--- src/rtl/core/mfe_pkg.sv ---
`timescale 1ns / 1ps
package mfe_pkg;
	localparam int TrackerEntriesDefault = 128;
	localparam int PortCountDefault = 8;
	localparam int RouteEntries = 256;

	typedef enum logic [2:0] {
		OP_DATA = 3'd0, OP_ACK = 3'd1, OP_TICK = 3'd2, OP_DOWN = 3'd3, OP_UP = 3'd4
	} op_t;

	typedef enum logic [2:0] {
		ACT_NONE = 3'd0, ACT_ACK_SOURCE = 3'd1, ACT_ROUTED = 3'd2, ACT_FLOODED = 3'd3,
		ACT_ACK_FORWARD = 3'd4, ACT_DUPLICATE = 3'd5, ACT_UNKNOWN_ACK = 3'd6
	} act_t;

	localparam logic CFG_NODE_ADDRESS = 1'b0;
	localparam logic CFG_TIMEOUT_TICKS = 1'b1;

	typedef struct packed {
		logic [2:0] operation;
		logic [15:0] packet_id;
		logic [7:0] target_address;
		logic [2:0] port;
	} in_item_t;

	typedef struct packed {
		logic [2:0] action;
		logic [7:0] port_mask;
		logic [7:0] lost_count;
	} out_item_t;

	typedef enum logic [3:0] {
		ST_CLEAR, ST_IDLE, ST_READ, ST_DECIDE, ST_TICK_RD, ST_TICK_WR,
		ST_DOWN_RD, ST_DOWN_WR, ST_OUT
	} state_t;

	// Commands from the controller to the datapath.
	typedef struct packed {
		logic load_item;
		logic clr_step;
		logic rd_slot;
		logic decide;
		logic tick_rd;
		logic tick_wr;
		logic down_rd;
		logic down_wr;
		logic idx_inc;
		logic idx_clr;
		logic out_load;
	} cmd_t;

	// Status from the datapath to the controller.
	typedef struct packed {
		logic trk_last;
		logic rt_last;
		logic is_tick;
		logic is_down;
	} sts_t;
endpackage

--- src/rtl/core/mfe_ctrl.sv ---
`timescale 1ns / 1ps
module mfe_ctrl import mfe_pkg::*; (
	input logic clk,
	input logic arst_n,
	input logic in_valid,
	output logic in_stall,
	output logic out_valid,
	input logic out_stall,
	input sts_t sts,
	output cmd_t cmd
);
	state_t state_q, state_nx;

	always_ff @(posedge clk or negedge arst_n) begin
		if (!arst_n) begin
			state_q <= ST_CLEAR;
		end else begin
			state_q <= state_nx;
		end
	end

	always_comb begin
		state_nx = state_q;
		unique case (state_q)
			ST_CLEAR: if (sts.rt_last) state_nx = ST_IDLE;
			ST_IDLE: if (in_valid) state_nx = ST_READ;
			ST_READ: begin
				if (sts.is_tick) state_nx = ST_TICK_RD;
				else if (sts.is_down) state_nx = ST_DOWN_RD;
				else state_nx = ST_DECIDE;
			end
			ST_DECIDE: state_nx = ST_OUT;
			ST_TICK_RD: state_nx = ST_TICK_WR;
			ST_TICK_WR: state_nx = sts.trk_last ? ST_OUT : ST_TICK_RD;
			ST_DOWN_RD: state_nx = ST_DOWN_WR;
			ST_DOWN_WR: state_nx = sts.rt_last ? ST_OUT : ST_DOWN_RD;
			ST_OUT: if (!out_stall) state_nx = ST_IDLE;
			default: state_nx = ST_IDLE;
		endcase
	end

	always_comb begin
		cmd = '0;
		in_stall = 1'b1;
		out_valid = 1'b0;
		unique case (state_q)
			ST_CLEAR: begin
				cmd.clr_step = 1'b1;
				cmd.idx_inc = 1'b1;
			end
			ST_IDLE: begin
				in_stall = 1'b0;
				cmd.load_item = in_valid;
				cmd.idx_clr = 1'b1;
			end
			ST_READ: cmd.rd_slot = 1'b1;
			ST_DECIDE: cmd.decide = 1'b1;
			ST_TICK_RD: cmd.tick_rd = 1'b1;
			ST_TICK_WR: begin
				cmd.tick_wr = 1'b1;
				cmd.idx_inc = 1'b1;
			end
			ST_DOWN_RD: cmd.down_rd = 1'b1;
			ST_DOWN_WR: begin
				cmd.down_wr = 1'b1;
				cmd.idx_inc = 1'b1;
			end
			ST_OUT: out_valid = 1'b1;
			default: ;
		endcase
		cmd.out_load = (state_q == ST_DECIDE) ||
			(state_q == ST_TICK_WR && sts.trk_last) ||
			(state_q == ST_DOWN_WR && sts.rt_last) ||
			(state_q == ST_READ && (sts.is_tick || sts.is_down) && 1'b0);
	end
endmodule

--- config.mk ---
export PLATFORM = sky130hd
export DESIGN_NAME = mfe_ctrl
export DESIGN_NICKNAME = d
export VERILOG_FILES = /design/src/rtl/core/mfe_pkg.sv /design/src/rtl/core/mfe_ctrl.sv
export SDC_FILE = /design/constraint.sdc
export NUM_CORES = 1
export LEC_CHECK = 0
export ABC_CLOCK_PERIOD_IN_PS = 1200
export BUFFER_PORTS_ARGS = -buffer_cell sky130_fd_sc_hd__buf_2
export CORE_AREA = 2 2 39 41
export DETAILED_ROUTE_END_ITERATION = 6
export DIE_AREA = 0 0 41 43
export PLACE_DENSITY = 0.61
export SLEW_MARGIN = 10
export SYNTH_ARGS = -nofsm -noshare
export SYNTH_HDL_FRONTEND = slang
export SYNTH_SLANG_ARGS = --single-unit
--- constraint.sdc ---
create_clock -name clk -period 1.2 [get_ports clk]
set_input_delay 0.18 -clock clk [delete_from_list [all_inputs] [get_ports clk]]
set_output_delay 0.18 -clock clk [all_outputs]
set_load 0.02 [all_outputs]
---- After elaboration in Yosys (flattened, before gate mapping) ----
Cells that the tools add are included.
W data, S select, Z words.
storage, ports and cells
  output and inout port bits .............. 13
  input port bits ......................... 8
  register bits after elaboration ......... 4
  latch bits .............................. 0
  RAM bits ................................ 0
  memories kept ........................... 0
  bits in read-only memories .............. 0
  word-level logic and storage cells ...... 39
cells by class
  order comparisons ....................... 0
  multiply operators ...................... 0
  shift operators ......................... 0
  bitwise operators ....................... 0
  div/mod/pow operators ................... 0
  eq/ne operators ......................... 11
  mux-type cells .......................... 20
  reductions and logical operators ........ 7
  add/subtract/negate cells ............... 0
operator list
  operator              count
  $pmux W4 S9           1
  $mux W4               5
  $eq A4 B3 Y1 const B  4
  $mux W1               12
  $eq A4 B2 Y1 const B  2
  $mux W3               2
  $ne A2 B2 Y1 const B  3
  $eq A4 B1 Y1 const B  1
  $eq A4 B4 Y1 const B  1
  $logic_not A4 Y1      1
  $reduce_and A3 Y1     1
  $reduce_or A3 Y1      1
  $logic_and A1 B1 Y1   2
  $logic_or A1 B1 Y1    2

---- Depth between registers and ports, before layout ----
  depth after elaboration ................. 4
  mapped depth ............................ 4
  gate-level depth less buffers ........... 3

---- Least setup slack after synthesis ----
Ideal clock, no wire load.
  path kind ............................... register -> output
  start point ............................. register state_q[3]
  end point ............................... output cmd[9] in the netlist's numbering
  arrival time ............................ 1.282 ns
  path slack .............................. -0.262 ns
  buffers on the path ..................... 1
  cell stages (with the launch flop) ...... 3
  required time ........................... 1.020 ns
  cell sequence ........................... dfrtp_1 > buf_2 > nor4_1
RTL lines
  item                    line            text
  from (decl)             mfe_ctrl.sv:12  state_t state_q, state_nx;
  from (signal assigned)  mfe_ctrl.sv:18  state_q <= state_nx;
  to (decl)               mfe_ctrl.sv:10  output cmd_t cmd

==> impl_metrics.py <==
metrics = {
    "power": {
        "p_comb_share_pct": 78.1,
        "vdd.ir_drop.worst_mv": 1.10,
        "clockPowerShare_pct": 7.4,
        "pwr-share-seq_pct": 14.6,
        "netSwitchingPower_mw": 1.09,
        "finalPower_mw": 2.35,
        "leakagePower_nw": 0.399,
        "power.share.switching_pct": 46.3,
        "p_int_mw": 1.26,
        "power-per-cell-area_nw_per_um2": 2820,
    },
    "synth": {
        "yosys.area.top_type": "dfrtp_1",
        "syn_area_um2": 382,
        "yosys_most_used_dff": "dfrtp_1",
        "yosys_warnings": 0,
        "synth.most_common_cell": "nor2_1",
        "post_synth_main_area_contributors": "dfrtp_1 26%, nand2b_1 8.2%, nor2_1 6.9%",
        "synthesis.nets": 59,
        "postSynthRegisterBits": 4,
        "netlist_top_cells_count": "7 x nor2_1, 5 x nand2b_1, 4 x and3_1, 4 x dfrtp_1, 3 x o21ai_1",
        "proportion_of_synthesized_flip_flops_having_asynchronous_set_or_reset_pct": 100,
        "synth_top_cell_area_share_pct": 26.2,
        "synthesis.area_per_instance_um2": 7.48,
        "syn-instance-count": 51,
        "synth_edf_count": 0,
        "seq_total_area_yosys_pct": 26.2,
        "distinct_cell_type_count_after_synthesis": 26,
    },
    "global_routing": {
        "gr_met3_demand_resource_pct": 3.14,
        "initial_antenna_violation_count": 0,
        "grt_overflow_total": 0,
        "grt_util_met2_pct": 29.7,
        "vias_in_the_first_global_route": 500,
        "largest_net_degree_at_the_start_of_global_routing": 11,
        "global_route.peak_usage_layer": "met2",
        "global_route.usage.total_pct": 17.5,
        "met1_global_route_usage_pct": 18.3,
        "grt_pass1_wl_um": 2100,
    },
    "floorplan": {
        "pin_count": 21,
        "die_width_um": 41,
        "initial_utilization_pct": 27.6,
        "design.core.area_um2": 1380,
        "chip_height_um": 43,
        "floorplan.rows": 14,
        "dieArea_um2": 1760,
    },
    "cts": {
        "clock_sink_count": 4,
        "htree_num_levels": 1,
        "tritoncts": "built",
        "tritoncts.num_buffers": 3,
        "cell_chosen_for_the_clock_root": "clkbuf_4",
        "path_clk_slew_ns": 0.04,
        "clk_latency_ns": 0.24,
        "ctsLongestPathBuffers": 2,
    },
    "job": {
        "drv_cap": 0,
    },
    "layout": {
        "largest_registers": "state_q (4)",
        "syn2layout_area_growth_pct": 119,
        "largest-register": "state_q",
        "area_occupied_by_multi_input_gates_um2": 350,
        "design.final.nets": 99,
        "largest_register_ff_count": 4,
        "nFillCells": 119,
        "instances_no_fill": 105,
        "antenna_cells": 0,
        "register_area_um2": 105,
        "final_cell_area_um2": 836,
        "drive_above_1_share_pct": 75.3,
    },
    "detailed_routing": {
        "detailedRoute.firstPassIterationCount": 6,
        "vias_per_cell": 5.00,
        "num_vias": 525,
        "drtAntennaViolNets": 0,
        "final_routed_wirelength_um": 1440,
        "routedWlPerCell_um": 13.7,
        "drt_iter0_markers": 5,
        "drc": 0,
    },
    "timing": {
        "rsz0062_at_grt": "true",
        "worstMarginPinSlew_ns": 0.224,
        "setup_slack_ns": -0.272,
        "drv_slew": 0,
        "achievable-frequency_mhz": 679,
        "report.final.hold_viol_count": 0,
        "worst_clock_skew_ns": 0.000721,
        "layout_min_cycle_time_ns": 1.47,
        "max-slew-margin-rel_pct": 85.0,
        "part_of_the_cycle_the_worst_path_needs_pct": 123,
        "finalSetupViolCount": 13,
    },
    "setup_path": {
        "worstSetupPathType": "register to output port",
        "startpoint_type": "register",
        "worstPathRequired_ns": 1.02,
        "critPathArrivalTime_ns": 1.29,
        "worst_setup_path_end_kind": "output port",
        "timing.critical_path.fanout_max": 6,
    },
    "placed_design": {
        "placedInstanceArea_um2": 618,
        "port-buffer-count": 20,
        "place_congestion": 0.760,
        "place_inst": 96,
        "place_ws_ns": -0.0877,
        "detailed_place_hpwl_um": 949,
    },
    "status": {
        "status": "complete, but fails checks",
        "violations": "setup timing",
    },
    "hold_path": {
        "min-delay-path-class": "input port to register",
    },
}
through the flow:
stage / TNS [ns] / hold WS (ns) / utilization [%]
finish: -2.90 / 0.229 / 60.4
detailed placement: -0.519 / -0.00478 / 44.7
CTS: -2.97 / 0.204 / 52.5
floorplan: -0.232 / -0.116 / -
global placement: -0.273 / -0.0111 / 44.7
global route: -3.59 / 0.261 / 60.4
power by group through the flow:
stage	Clock, mW	Combinational (mW)	Sequential (mW)
5_1_grt	0.184	1.99	0.353
3_3_place_gp	0	1.32	0.330
2_1_floorplan	0	0.932	0.251
6_report	0.173	1.84	0.343
4_1_cts	0.175	1.52	0.340
3_5_place_dp	0	1.33	0.335
per-layer routing:
layer  vias to the layer above  wire, um
li1                        255         -
met1                       244       499
met2                        24       845
met3                         2        74
met4                         0        22
met5                         -         0
cell usage in the layout (no fill, tap or decap), drive strengths merged:
| cell type | Yosys | routed |
|---|---|---|
| and3 | 4 | 4 |
| nand3 | 1 | 1 |
| buf | 4 | 38 |
| nand2b | 5 | 5 |
| a21oi | 2 | 2 |
| o211ai | 1 | 1 |
| a211oi | 1 | 1 |
| nand2 | 1 | 1 |
| o21ai | 4 | 4 |
| dfrtp | 4 | 4 |
| nor2b | 2 | 2 |
| o211a | 1 | 1 |
| inv | 3 | 3 |
| dlygate4sd3 | 0 | 1 |
| nor3 | 4 | 4 |
| nand3b | 1 | 1 |
| a31oi | 1 | 1 |
| a21boi | 1 | 1 |
| clkbuf | 0 | 3 |
| nor2 | 7 | 7 |
| a22oi | 1 | 1 |
| nor4 | 1 | 1 |
| and2 | 2 | 2 |
worst max-delay path, stage by stage, from the launching register on:
cell     delay [ns]
dfrtp_2        0.45
nor3_2         0.26
a21oi_1        0.09
nor2_2         0.09
buf_2          0.17
area by class of cell:
type	count	share of cell area [%]
clock buffers	3	2.69
inverters	3	1.35
repair buffers	39	39.1
multi-input cells	40	41.9
flip-flops and latches	4	12.6
well taps	16	2.40
cells by family after synthesis:
logic type             Yosys count  share of synthesized area (%)
and+or+nand+nor                 28                           42.0
DFF                              4                           26.2
AOI/OAI and AO/OA               12                           21.3
buffers and inverters            7                           10.5
repair_timing:
item | CTS | global route
hold buffers | 1 | 0
endpoints found under the setup margin | 13 | 15
endpoints found under the hold margin | 4 | 0
pin swaps | 6 | 7
gates resized for setup | 23 | 24
setup buffers | 2 | 4
worst paths after layout:
path | startpoint | depth (start not counted) | to | slack (ns)
worst max-delay path | state_q[2] | 4 | cmd[2] | -0.27
worst min-delay path | out_stall | 3 | state_q[3] | 0.23
worst max register to register | state_q[3] | 5 | state_q[0] | 0.04
worst min register to register | state_q[1] | 3 | state_q[3] | 0.75
max in group asynchronous | arst_n | 2 | state_q[0] | 0.78
min in group asynchronous | arst_n | 2 | state_q[3] | 0.28
(Power assumes the default switching activity.)
